--- config.mk ---
export PLATFORM = sky130hd
export DESIGN_NAME = motion_presence_detector_core
export DESIGN_NICKNAME = d
export VERILOG_FILES = /design/src/rtl/core/mpd_pkg.sv /design/src/rtl/core/motion_presence_detector_core.sv /design/src/rtl/core/mpd_ctrl.sv /design/src/rtl/core/mpd_datapath.sv
export SDC_FILE = /design/constraint.sdc
export NUM_CORES = 2
export LEC_CHECK = 0
export BUFFER_PORTS_ARGS = -buffer_cell sky130_fd_sc_hd__buf_2
export CAP_MARGIN = 10
export CORE_MARGIN = 10
export CORE_UTILIZATION = 50
export DETAILED_ROUTE_END_ITERATION = 8
export PLACE_DENSITY = 0.67
export SETUP_SLACK_MARGIN = 0.02
export SLEW_MARGIN = 20
export SYNTH_ARGS = -nofsm -noshare
export SYNTH_HDL_FRONTEND = slang
export SYNTH_SLANG_ARGS = --single-unit
--- constraint.sdc ---
create_clock -name clock -period 9.25 [get_ports clock]
set_input_delay 0.925 -clock clock [delete_from_list [all_inputs] [get_ports clock]]
set_output_delay 0.925 -clock clock [all_outputs]
set_load 0.05 [all_outputs]
--- src/rtl/core/mpd_pkg.sv ---
// Shared types, constants and codes of the motion presence detector.
package mpd_pkg;

   // Ring depth and derived widths
   localparam int WINDOW_DEPTH = 16;
   localparam int IDX_W        = $clog2(WINDOW_DEPTH);
   localparam int WIN_W        = $clog2(WINDOW_DEPTH + 1);
   localparam int FW_W         = 5;
   localparam int CMP_W        = (WIN_W > FW_W) ? WIN_W : FW_W;

   // Field widths
   localparam int SAMPLE_W  = 32;
   localparam int TIME_W    = 32;
   localparam int TMO_S_W   = 12;
   localparam int TMO_MS_W  = 22;
   localparam int PEND_W    = 16;
   localparam int LED_W     = 3;
   localparam int REQ_DATA_W = 64;
   localparam int RSP_DATA_W = 24;
   localparam int CSR_ADDR_W = 5;
   localparam int CSR_DATA_W = 32;

   // Timing constants in milliseconds, the second scale and the pending-count limit
   localparam logic [TIME_W-1:0] LED_HOLD_MS   = 32'd3000;
   localparam logic [TIME_W-1:0] REPORT_GAP_MS = 32'd10000;
   localparam int                MS_PER_S      = 1000;
   localparam logic [PEND_W-1:0] PEND_MAX      = 16'hFFFF;

   // Register reset values
   localparam logic [31:0]        MOVE_TH_RST    = 32'd33554;
   localparam logic [31:0]        SOMEONE_TH_RST = 32'd33554;
   localparam logic [FW_W-1:0]    WINDOW_RST     = 5'd5;
   localparam logic [FW_W-1:0]    COUNT_RST      = 5'd2;
   localparam logic [TMO_S_W-1:0] TIMEOUT_RST    = 12'd180;

   // Register indexes
   typedef enum logic [2:0] {
      REG_MOTION_LEVEL     = 3'd0,
      REG_PRESENCE_LEVEL   = 3'd1,
      REG_WINDOW_LEN       = 3'd2,
      REG_HIT_QUOTA        = 3'd3,
      REG_PRESENCE_TIMEOUT = 3'd4,
      REG_CALIBRATE_MODE   = 3'd5
   } reg_index_type;

   // LED commands
   typedef enum logic [LED_W-1:0] {
      LED_NONE   = 3'd0,
      LED_OFF    = 3'd1,
      LED_GREEN  = 3'd2,
      LED_WHITE  = 3'd3,
      LED_YELLOW = 3'd4
   } led_type;

   // Controller states
   typedef enum logic [1:0] {
      ST_IDLE,
      ST_SCAN,
      ST_DECIDE
   } state_type;

   // Configuration seen by the datapath
   typedef struct packed {
      logic [SAMPLE_W-1:0] motion_level;
      logic [SAMPLE_W-1:0] presence_level;
      logic [FW_W-1:0]     window_len;
      logic [FW_W-1:0]     hit_quota;
      logic [TMO_S_W-1:0]  presence_timeout_s;
      logic                calibrate_mode;
   } cfg_type;

   // Controller to datapath commands
   typedef struct packed {
      logic accept;
      logic step;
      logic decide;
   } cmd_type;

   // Datapath to controller status
   typedef struct packed {
      logic result_due;
      logic scan_last;
   } status_type;

endpackage

--- src/rtl/core/motion_presence_detector_core.sv ---
// Top level of the motion presence detector: register port, controller and datapath.
// Each jitter sample is written into a window ring of up to 16 entries; until the ring
// holds as many samples as the window length, a transaction gives no result. After that a
// transaction goes through accept, one scan step per window entry (window clamped to 1..16)
// because the ring is compared through a single read port, and decide.
// The result waits in an output register while the next sample is
// taken; a new decision waits only if that register has not yet been emptied.
// Registers (32-bit, byte address 4*index): 0 motion level, 1 calibration presence
// level, 2 window length, 3 hits needed for motion, 4 presence timeout in seconds,
// 5 calibrate mode.
module motion_presence_detector_core (
   input  logic                              clock,
   input  logic                              reset,
   // jitter [31:0], now_ms [63:32]
   input  logic [mpd_pkg::REQ_DATA_W-1:0]    req_tdata,
   // time_synced [0]
   input  logic                              req_tuser,
   input  logic                              req_tvalid,
   output logic                              req_tready,
   // motion flag [0], presence flag [1], led_action [4:2], presence_report [5],
   // move_report [6], reported_move_flag [7], reported motion tally [23:8]
   output logic [mpd_pkg::RSP_DATA_W-1:0]    rsp_tdata,
   output logic                              rsp_tvalid,
   input  logic                              rsp_tready,
   input  logic                              csr_psel,
   input  logic                              csr_penable,
   input  logic                              csr_pwrite,
   input  logic [mpd_pkg::CSR_ADDR_W-1:0]    csr_paddr,
   input  logic [mpd_pkg::CSR_DATA_W-1:0]    csr_pwdata,
   output logic [mpd_pkg::CSR_DATA_W-1:0]    csr_prdata,
   output logic                              csr_pready
);
   import mpd_pkg::*;

   cfg_type       cfg_ff;
   reg_index_type csr_index;
   logic          csr_write;
   cmd_type       cmd;
   status_type    status;

   assign csr_pready = 1'b1;
   assign csr_index  = reg_index_type'(csr_paddr[4:2]);
   assign csr_write  = csr_psel && csr_penable && csr_pwrite && csr_pready;

   // Configuration registers
   always_ff @(posedge clock) begin
      if (reset) begin
         cfg_ff.motion_level       <= MOVE_TH_RST;
         cfg_ff.presence_level     <= SOMEONE_TH_RST;
         cfg_ff.window_len         <= WINDOW_RST;
         cfg_ff.hit_quota          <= COUNT_RST;
         cfg_ff.presence_timeout_s <= TIMEOUT_RST;
         cfg_ff.calibrate_mode     <= 1'b0;
      end else if (csr_write) begin
         case (csr_index)
            REG_MOTION_LEVEL:     cfg_ff.motion_level       <= csr_pwdata;
            REG_PRESENCE_LEVEL:   cfg_ff.presence_level     <= csr_pwdata;
            REG_WINDOW_LEN:       cfg_ff.window_len         <= csr_pwdata[FW_W-1:0];
            REG_HIT_QUOTA:        cfg_ff.hit_quota          <= csr_pwdata[FW_W-1:0];
            REG_PRESENCE_TIMEOUT: cfg_ff.presence_timeout_s <= csr_pwdata[TMO_S_W-1:0];
            REG_CALIBRATE_MODE:   cfg_ff.calibrate_mode     <= csr_pwdata[0];
            default: ;
         endcase
      end
   end

   // Register read-back
   always_comb begin
      case (csr_index)
         REG_MOTION_LEVEL:     csr_prdata = cfg_ff.motion_level;
         REG_PRESENCE_LEVEL:   csr_prdata = cfg_ff.presence_level;
         REG_WINDOW_LEN:       csr_prdata = CSR_DATA_W'(cfg_ff.window_len);
         REG_HIT_QUOTA:        csr_prdata = CSR_DATA_W'(cfg_ff.hit_quota);
         REG_PRESENCE_TIMEOUT: csr_prdata = CSR_DATA_W'(cfg_ff.presence_timeout_s);
         REG_CALIBRATE_MODE:   csr_prdata = CSR_DATA_W'(cfg_ff.calibrate_mode);
         default:              csr_prdata = '0;
      endcase
   end

   mpd_ctrl u_ctrl (
      .clock      (clock),
      .reset      (reset),
      .req_tvalid (req_tvalid),
      .req_tready (req_tready),
      .rsp_tvalid (rsp_tvalid),
      .rsp_tready (rsp_tready),
      .status     (status),
      .cmd        (cmd)
   );

   mpd_datapath u_datapath (
      .clock           (clock),
      .reset           (reset),
      .cfg             (cfg_ff),
      .cmd             (cmd),
      .status          (status),
      .req_jitter      (req_tdata[SAMPLE_W-1:0]),
      .req_now_ms      (req_tdata[SAMPLE_W +: TIME_W]),
      .req_time_synced (req_tuser),
      .rsp_data        (rsp_tdata)
   );

endmodule

--- src/rtl/core/mpd_ctrl.sv ---
// Controller state machine: accept, window scan and decision sequencing.
module mpd_ctrl (
   input  logic                clock,
   input  logic                reset,
   input  logic                req_tvalid,
   output logic                req_tready,
   output logic                rsp_tvalid,
   input  logic                rsp_tready,
   input  mpd_pkg::status_type status,
   output mpd_pkg::cmd_type    cmd
);
   import mpd_pkg::*;

   state_type state_ff, state_in;
   logic      rsp_valid_ff, rsp_valid_in;

   // Hold state and result flag
   always_ff @(posedge clock) begin
      if (reset) begin
         state_ff     <= ST_IDLE;
         rsp_valid_ff <= 1'b0;
      end else begin
         state_ff     <= state_in;
         rsp_valid_ff <= rsp_valid_in;
      end
   end

   // Sequence one transaction: accept, scan the window, decide
   always_comb begin
      state_in   = state_ff;
      cmd        = '0;
      req_tready = 1'b0;
      case (state_ff)
         ST_IDLE: begin
            req_tready = 1'b1;
            if (req_tvalid) begin
               cmd.accept = 1'b1;
               if (status.result_due) state_in = ST_SCAN;
            end
         end
         ST_SCAN: begin
            cmd.step = 1'b1;
            if (status.scan_last) state_in = ST_DECIDE;
         end
         ST_DECIDE: begin
            if (!rsp_valid_ff || rsp_tready) begin
               cmd.decide = 1'b1;
               state_in   = ST_IDLE;
            end
         end
         default: state_in = ST_IDLE;
      endcase
   end

   // Set on a new result, drop once taken
   always_comb begin
      if (cmd.decide)      rsp_valid_in = 1'b1;
      else if (rsp_tready) rsp_valid_in = 1'b0;
      else                 rsp_valid_in = rsp_valid_ff;
   end

   assign rsp_tvalid = rsp_valid_ff;

endmodule

--- src/rtl/core/mpd_datapath.sv ---
// Datapath: sample ring, window scan counter, presence and report state.
module mpd_datapath (
   input  logic                             clock,
   input  logic                             reset,
   input  mpd_pkg::cfg_type                 cfg,
   input  mpd_pkg::cmd_type                 cmd,
   output mpd_pkg::status_type              status,
   input  logic [mpd_pkg::SAMPLE_W-1:0]     req_jitter,
   input  logic [mpd_pkg::TIME_W-1:0]       req_now_ms,
   input  logic                             req_time_synced,
   output logic [mpd_pkg::RSP_DATA_W-1:0]   rsp_data
);
   import mpd_pkg::*;

   // Window state
   logic [SAMPLE_W-1:0] ring_ff [WINDOW_DEPTH];
   logic [IDX_W-1:0]    write_pos_ff, write_pos_in;
   logic [WIN_W-1:0]    fill_ff, fill_in;
   logic [IDX_W-1:0]    scan_idx_ff;
   logic [WIN_W-1:0]    hits_ff;

   // Latched transaction
   logic [SAMPLE_W-1:0] jitter_ff;
   logic [TIME_W-1:0]   now_ff;
   logic                synced_ff;
   logic [TMO_MS_W-1:0] timeout_ms_ff;

   // Decision state
   logic                blink_ff, blink_in;
   logic [TIME_W-1:0]   last_motion_ff, last_motion_in;
   logic                prev_move_ff, prev_move_in;
   logic                sent_presence_ff, sent_presence_in;
   logic                sent_move_ff, sent_move_in;
   logic [PEND_W-1:0]   pending_ff, pending_in;
   logic [TIME_W-1:0]   last_report_ff, last_report_in;
   logic [RSP_DATA_W-1:0] rsp_data_ff, rsp_data_in;

   // Effective window and write slot
   logic [CMP_W-1:0] fw_ext;
   logic [CMP_W-1:0] win_cmp;
   logic [WIN_W-1:0] win;
   logic [IDX_W-1:0] wr_slot;
   logic [WIN_W-1:0] wr_next;

   always_comb begin
      fw_ext = CMP_W'(cfg.window_len);
      if (fw_ext == '0)                           win_cmp = CMP_W'(1);
      else if (fw_ext > CMP_W'(WINDOW_DEPTH))     win_cmp = CMP_W'(WINDOW_DEPTH);
      else                                        win_cmp = fw_ext;
      win = WIN_W'(win_cmp);

      wr_slot = (WIN_W'(write_pos_ff) >= win) ? '0 : write_pos_ff;
      wr_next = WIN_W'(wr_slot) + WIN_W'(1);
      write_pos_in = (wr_next >= win) ? '0 : IDX_W'(wr_next);
      fill_in = (fill_ff < WIN_W'(WINDOW_DEPTH)) ? fill_ff + WIN_W'(1) : fill_ff;

      status.result_due = (fill_in >= win);
      status.scan_last  = (WIN_W'(scan_idx_ff) == win - WIN_W'(1));
   end

   // Write the ring and latch the transaction on accept
   always_ff @(posedge clock) begin
      if (reset) begin
         for (int i = 0; i < WINDOW_DEPTH; i++) ring_ff[i] <= '0;
         write_pos_ff <= '0;
         fill_ff      <= '0;
      end else if (cmd.accept) begin
         ring_ff[wr_slot] <= req_jitter;
         write_pos_ff     <= write_pos_in;
         fill_ff          <= fill_in;
      end
   end

   always_ff @(posedge clock) begin
      if (cmd.accept) begin
         jitter_ff     <= req_jitter;
         now_ff        <= req_now_ms;
         synced_ff     <= req_time_synced;
         timeout_ms_ff <= TMO_MS_W'(cfg.presence_timeout_s * MS_PER_S);
      end
   end

   // Walk the window one entry a cycle, counting entries above threshold
   always_ff @(posedge clock) begin
      if (cmd.accept) begin
         scan_idx_ff <= '0;
         hits_ff     <= '0;
      end else if (cmd.step) begin
         scan_idx_ff <= scan_idx_ff + IDX_W'(1);
         if (ring_ff[scan_idx_ff] > cfg.motion_level) hits_ff <= hits_ff + WIN_W'(1);
      end
   end

   // Decide presence, LED command and reports
   logic                move;
   logic                someone;
   led_type             led;
   logic                p_rep, m_rep, r_flag;
   logic [PEND_W-1:0]   r_count;
   logic [TIME_W-1:0]   since;
   logic [TIME_W-1:0]   gap;
   logic [PEND_W-1:0]   pend_inc;

   always_comb begin
      move     = (CMP_W'(hits_ff) >= CMP_W'(cfg.hit_quota));
      since    = now_ff - last_motion_ff;
      gap      = now_ff - last_report_ff;
      pend_inc = (move && pending_ff != PEND_MAX) ? pending_ff + PEND_W'(1) : pending_ff;

      someone          = 1'b0;
      led              = LED_NONE;
      p_rep            = 1'b0;
      m_rep            = 1'b0;
      r_flag           = 1'b0;
      r_count          = '0;
      blink_in         = blink_ff;
      last_motion_in   = last_motion_ff;
      prev_move_in     = prev_move_ff;
      sent_presence_in = sent_presence_ff;
      sent_move_in     = sent_move_ff;
      pending_in       = pending_ff;
      last_report_in   = last_report_ff;

      if (cfg.calibrate_mode) begin
         // Blink yellow, raw presence compare
         someone  = (jitter_ff > cfg.presence_level);
         led      = blink_ff ? LED_OFF : LED_YELLOW;
         blink_in = ~blink_ff;
      end else begin
         someone = (since < TIME_W'(timeout_ms_ff));
         if (move) begin
            if (!prev_move_ff) led = LED_GREEN;
            last_motion_in = now_ff;
         end else if (prev_move_ff) begin
            led = LED_NONE;
         end else if (since > LED_HOLD_MS) begin
            led = someone ? LED_WHITE : LED_OFF;
         end
         prev_move_in = move;

         if (synced_ff) begin
            pending_in = pend_inc;
            if (sent_presence_ff && !someone) begin
               p_rep            = 1'b1;
               sent_presence_in = 1'b0;
            end
            if ((move != sent_move_ff) || (move && gap > REPORT_GAP_MS)) begin
               m_rep            = 1'b1;
               sent_presence_in = someone;
               r_flag           = move || (pend_inc != '0);
               r_count          = pend_inc;
               if (!sent_move_ff || pend_inc == '0) sent_move_in = move;
               pending_in       = '0;
               last_report_in   = now_ff;
            end
         end
      end

      rsp_data_in = {r_count, r_flag, m_rep, p_rep, led, someone, move};
   end

   // Commit decision state on decide
   always_ff @(posedge clock) begin
      if (reset) begin
         blink_ff         <= 1'b0;
         last_motion_ff   <= '0;
         prev_move_ff     <= 1'b0;
         sent_presence_ff <= 1'b0;
         sent_move_ff     <= 1'b0;
         pending_ff       <= '0;
         last_report_ff   <= '0;
      end else if (cmd.decide) begin
         blink_ff         <= blink_in;
         last_motion_ff   <= last_motion_in;
         prev_move_ff     <= prev_move_in;
         sent_presence_ff <= sent_presence_in;
         sent_move_ff     <= sent_move_in;
         pending_ff       <= pending_in;
         last_report_ff   <= last_report_in;
      end
   end

   // Output register
   always_ff @(posedge clock) begin
      if (cmd.decide) rsp_data_ff <= rsp_data_in;
   end

   assign rsp_data = rsp_data_ff;

endmodule

==> tab_implementation.tex <==
\begin{tabular}{lr}
\hline
Metric & Value \\
\hline
\multicolumn{2}{l}{\textbf{Die}} \\
Die ar. & approximately 100000 um2 \\
Placement row count & around 110 \\
Core Box Area & between 80000 and 90000 um2 \\
Die width & between 300 and 400 um \\
\# IOs & 168 \\
Chip Height & approximately 310 um \\
Effective utilization at floorplan & 0.506 \\
\multicolumn{2}{l}{\textbf{Setup path}} \\
R2r startpoint & u\_datapath.now\_ff[3]\$\_DFFE\_PP\_ \\
CP Class & reg -> reg \\
Worst R2R Path Depth & 18 \\
R2R Path End & u\_datapath.rsp\_data[1]\$\_DFFE\_PP\_ \\
Startpoint Class & flop \\
Capturing element type of the critical path & flop \\
Required arrival time at the worst endpoint & 9.66 ns \\
Largest fanout of any net on the critical path & 6 \\
Setup slack of the worst register-to-register path & 3.95 ns \\
CP arrival & around 5.7 ns \\
\multicolumn{2}{l}{\textbf{STA}} \\
RSZ-0062 raised after global routing & false \\
Worst rel slew slack & 0.284 \\
Tightest Pin Transition & 1.07 ns \\
Final hold vios & 0 \\
Total count of max-transition violations in the final report & 0 \\
Clock Skews & 0.0439 ns \\
Minimum clock period after layout & around 5.3 ns \\
Peak Freq & approximately 190 MHz \\
Final setup TNS & 0 ns \\
Final Setup Violations & 0 \\
Final critical-path share of the clock period & 0.573 \\
\multicolumn{2}{l}{\textbf{Yosys}} \\
Number of register bits inferred by synthesis & between 800 and 900 \\
Unique cell type count in the Yosys netlist & 85 \\
Post-Synthesis Cells & $\sim$3.7k \\
Total number of yosys warnings & 0 \\
Main flop type after synthesis & sky130\_fd\_sc\_hd\_\_edfxtp\_1 \\
Net count of the mapped netlist & around 4.0k \\
Number of enable-type register cells in the synthesized netlist & between 600 and 700 \\
Register area share after synthesis & 0.521 \\
Mean area per synthesized cell & $\sim$12 um2 \\
Post-synthesis instance area & about 43000 um2 \\
Proportion of register bits with asynchronous set or reset after synthesis & 0 \\
\multicolumn{2}{l}{\textbf{Routing}} \\
Via density per instance & 5.73 \\
Vias post-DR & roughly 29k \\
Total routed wirelength & roughly 110000 um \\
Number of DRC markers in iteration 0 & 2550 \\
Remaining routing DRC violations & 0 \\
Count of TritonRoute iterations in the first routing pass & 5 \\
Number of routed nets with antenna violations & 0 \\
Wire length per cell after detailed routing & 22.8 um \\
\multicolumn{2}{l}{\textbf{Min path}} \\
Min-Delay Endpoint & u\_datapath.now\_ff[12]\$\_DFFE\_PP\_ \\
Worst hold path class & in -> reg \\
Worst Hold Launch & req\_tdata[44] \\
Hold path cells & 1 \\
\multicolumn{2}{l}{\textbf{CTS}} \\
Number of buffers inserted by hold repair at cts & 0 \\
Clock sink count & 816 \\
Buffer type at the clock tree root & sky130\_fd\_sc\_hd\_\_clkbuf\_16 \\
CTS-repair resized insts & 0 \\
Number of buffers added by the clock tree synthesis step & approximately 90 \\
Post-CTS setup buffer count & 0 \\
CTS tree & yes \\
Buffers from clock root to sink, at most & 3 \\
H-Tree Depth & 3 \\
Insertion delay of the later-clocked pin in the worst-skew pair & about 0.67 ns \\
Clock-pin slew of the registers on the worst-case setup and hold paths & $\sim$0.060 ns \\
\multicolumn{2}{l}{\textbf{Global routing}} \\
Grt total ovfl & 0 \\
Initial antenna violation count & 17 \\
Vias in the first global route & between 20k and 30k \\
Maximum number of pins on one net before global-route repair & 108 \\
Overall track demand over capacity in global routing & 0.226 \\
Global-route wire length before repair & approximately 170000 um \\
\multicolumn{2}{l}{\textbf{Cells and area}} \\
\# nets final & around 4.1k \\
Area overhead of the layout relative to synthesis & 11.2\% \\
Summed area of non-filler cells in the final layout & around 48000 um2 \\
Layout cells sized above 1 & 0.150 \\
\multicolumn{2}{l}{\textbf{Status}} \\
Result of the run & finished clean \\
\multicolumn{2}{l}{\textbf{Place}} \\
Weighted congestion reported at the end of routability-driven placement & 0.902 \\
Cell area after placement & 45300 um2 \\
Post-DP HPWL & 73400 um \\
IO buf count & roughly 160 \\
\multicolumn{2}{l}{\textbf{Flow run}} \\
Max-cap check violation count & 0 \\
\multicolumn{2}{l}{\textbf{Power and ir drop}} \\
Max VDD drop & 0.000131 V \\
Total power density per cell area & 172 nW/um2 \\
Pleak & roughly 0.018 uW \\
\hline
\end{tabular}
==> metrics by stage <==
| step | std cells | utilization | power [uW] | worst slack, ns | hold WS, ns |
|---|---|---|---|---|---|
| 2_1_floorplan | 3666 | - | 4700 | 1.65 | 0.436 |
| 3_3_place_gp | 4799 | 0.529 | 4950 | 4.06 | 0.442 |
| 3_5_place_dp | 4799 | 0.529 | 4970 | 4.03 | 0.446 |
| 4_1_cts | 4966 | 0.562 | 8330 | 3.98 | 0.413 |
| 5_1_grt | 4972 | 0.562 | 8570 | 3.56 | 0.416 |
| 6_report | 4975 | 0.562 | 8290 | 3.95 | 0.440 |
==> cell families after synthesis <==
family,Yosys count,synth area share
AO/OA/AOI/OAI,557,0.0829
XOR/XNOR,91,0.0184
adder cells (fa/ha/maj),256,0.0810
buffers and inverters,436,0.0387
flip-flops,816,0.521
multiplexers,226,0.0987
other,1,0.0000867
AND/OR/NAND/NOR,1283,0.159
==> cell usage after synthesis, types with 9 or more instances <==
master                     count  area, um2
sky130_fd_sc_hd__or3_1        13       81.3
sky130_fd_sc_hd__a21o_1       48        360
sky130_fd_sc_hd__nor2b_1      23        144
sky130_fd_sc_hd__mux4_2      160       3600
sky130_fd_sc_hd__nor3_1       32        160
sky130_fd_sc_hd__nand3_1      35        175
sky130_fd_sc_hd__o22ai_1      10       62.6
sky130_fd_sc_hd__inv_1       208        781
sky130_fd_sc_hd__o211ai_1     19        143
sky130_fd_sc_hd__and3_1       25        156
sky130_fd_sc_hd__nand4_1      35        219
sky130_fd_sc_hd__a211oi_1     13       97.6
sky130_fd_sc_hd__a31oi_1      14       87.6
sky130_fd_sc_hd__dfxtp_1     196       3920
sky130_fd_sc_hd__a21oi_1     220       1100
sky130_fd_sc_hd__fa_1         40        801
sky130_fd_sc_hd__clkbuf_1    199        747
sky130_fd_sc_hd__o21a_1       29        218
sky130_fd_sc_hd__buf_1        16       60.1
sky130_fd_sc_hd__mux2i_1      63        631
sky130_fd_sc_hd__nor3_2       11        110
sky130_fd_sc_hd__and2_1      518       3240
sky130_fd_sc_hd__o31ai_1       9       67.6
sky130_fd_sc_hd__xnor2_1      47        412
sky130_fd_sc_hd__xor2_1       44        385
sky130_fd_sc_hd__a22o_1       21        184
sky130_fd_sc_hd__edfxtp_1    620      18600
sky130_fd_sc_hd__ha_1        216       2700
sky130_fd_sc_hd__nor2_1      164        616
sky130_fd_sc_hd__nand2_1     297       1110
sky130_fd_sc_hd__o21ai_0      86        430
sky130_fd_sc_hd__nand2b_1     90        563
==> report_power, final <==
part / leakage, uW / internal, uW / total [uW] / switching (uW)
logic: 0.00869 / 297 / 771 / 474
clock network: 0.00134 / 1900 / 3390 / 1490
registers: 0.00789 / 4070 / 4120 / 56.7
==> layout make-up <==
| cell class | count | area [um2] |
|---|---|---|
| diodes | 8 | 20.0 |
| clock inverters | 39 | 298 |
| flip-flops and latches | 816 | 22600 |
| inverters | 208 | 783 |
| clock buffers | 128 | 2470 |
| fillers | 7083 | 37400 |
| multi-input cells | 2414 | 19300 |
| well taps | 1144 | 1430 |
| repair buffers | 218 | 1250 |
==> registers in the layout (all words and copies together), names as in the netlist, 2 cells and up, named ones only <==
register and cells:
u_datapath.hits_ff 5, u_datapath.rsp_data 24, u_datapath.fill_ff 5, u_datapath.jitter_ff 32, u_datapath.timeout_ms_ff 19, u_datapath.write_pos_ff 4, u_datapath.scan_idx_ff 4, u_datapath.last_motion_ff 32
u_datapath.pending_ff 16, cfg_ff 87, u_ctrl.state_ff 2, u_datapath.ring_ff 512, u_datapath.now_ff 32, u_datapath.last_report_ff 32
==> worst max-delay path by stage <==
stage / to / start / cells after the start
after global routing: u_datapath.rsp_data[3]$_SDFFCE_PP0P_ / u_datapath.now_ff[3]$_DFFE_PP_ / 19
after CTS: u_datapath.timeout_ms_ff[21]$_DFFE_PP_ / cfg_ff[3]$_SDFFE_PP1P_ / 17
after detailed placement: u_datapath.timeout_ms_ff[21]$_DFFE_PP_ / cfg_ff[3]$_SDFFE_PP1P_ / 17
after floorplan: u_datapath.ring_ff[2][0]$_SDFFCE_PN0P_ / u_ctrl.state_ff[1]$_SDFFE_PP0P_ / 6
after global placement: u_datapath.timeout_ms_ff[21]$_DFFE_PP_ / cfg_ff[3]$_SDFFE_PP1P_ / 17
final: u_datapath.rsp_data[1]$_DFFE_PP_ / u_datapath.now_ff[3]$_DFFE_PP_ / 18
==> critical path: stages, from the launching register on <==
cell	delay [ns]
sky130_fd_sc_hd__edfxtp_1	0.48
sky130_fd_sc_hd__ha_1	0.44
sky130_fd_sc_hd__o211a_1	0.17
sky130_fd_sc_hd__o31ai_1	0.13
sky130_fd_sc_hd__a311o_1	0.38
sky130_fd_sc_hd__a211oi_1	0.40
sky130_fd_sc_hd__a21oi_1	0.21
sky130_fd_sc_hd__o21ai_0	0.26
sky130_fd_sc_hd__xor2_1	0.37
sky130_fd_sc_hd__ha_1	0.30
sky130_fd_sc_hd__and3_1	0.19
sky130_fd_sc_hd__nand3_1	0.10
sky130_fd_sc_hd__or3_1	0.11
sky130_fd_sc_hd__a211oi_1	0.04
sky130_fd_sc_hd__a2111oi_0	0.51
sky130_fd_sc_hd__a21oi_1	0.13
sky130_fd_sc_hd__o21a_1	0.21
sky130_fd_sc_hd__a211o_1	0.31
sky130_fd_sc_hd__o31ai_1	0.30
==> layout by cell type (no fill, tap or decap), types with 31 or more instances in the layout <==
cell type / synthesis / final
sky130_fd_sc_hd__nand2b_1: 90 / 90
sky130_fd_sc_hd__clkbuf_16: 0 / 92
sky130_fd_sc_hd__buf_4: 2 / 53
sky130_fd_sc_hd__xor2_1: 44 / 44
sky130_fd_sc_hd__a21oi_1: 220 / 220
sky130_fd_sc_hd__mux2i_1: 63 / 63
sky130_fd_sc_hd__xnor2_1: 47 / 47
sky130_fd_sc_hd__nand3_1: 35 / 35
sky130_fd_sc_hd__nand4_1: 35 / 35
sky130_fd_sc_hd__inv_1: 208 / 206
sky130_fd_sc_hd__ha_1: 216 / 216
sky130_fd_sc_hd__and2_1: 518 / 516
sky130_fd_sc_hd__o21ai_0: 86 / 70
sky130_fd_sc_hd__nor2_1: 164 / 147
sky130_fd_sc_hd__edfxtp_1: 620 / 620
sky130_fd_sc_hd__nor3_1: 32 / 31
sky130_fd_sc_hd__a21o_1: 48 / 48
sky130_fd_sc_hd__nand2_1: 297 / 296
sky130_fd_sc_hd__clkbuf_1: 199 / 32
sky130_fd_sc_hd__buf_2: 8 / 163
sky130_fd_sc_hd__dfxtp_1: 196 / 192
sky130_fd_sc_hd__fa_1: 40 / 40
sky130_fd_sc_hd__mux4_2: 160 / 160
==> layer usage <==
metal / track usage / routed length [um] / vias up
met2: 0.383 / 55400 / 951
met1: 0.285 / 45400 / 14044
met4: 0.0827 / 3980 / 6
met3: 0.0448 / 8390 / 211
li1: - / - / 13295
met5: 0 / 45 / -
No activity file was read; power rests on OpenSTA's default activity.
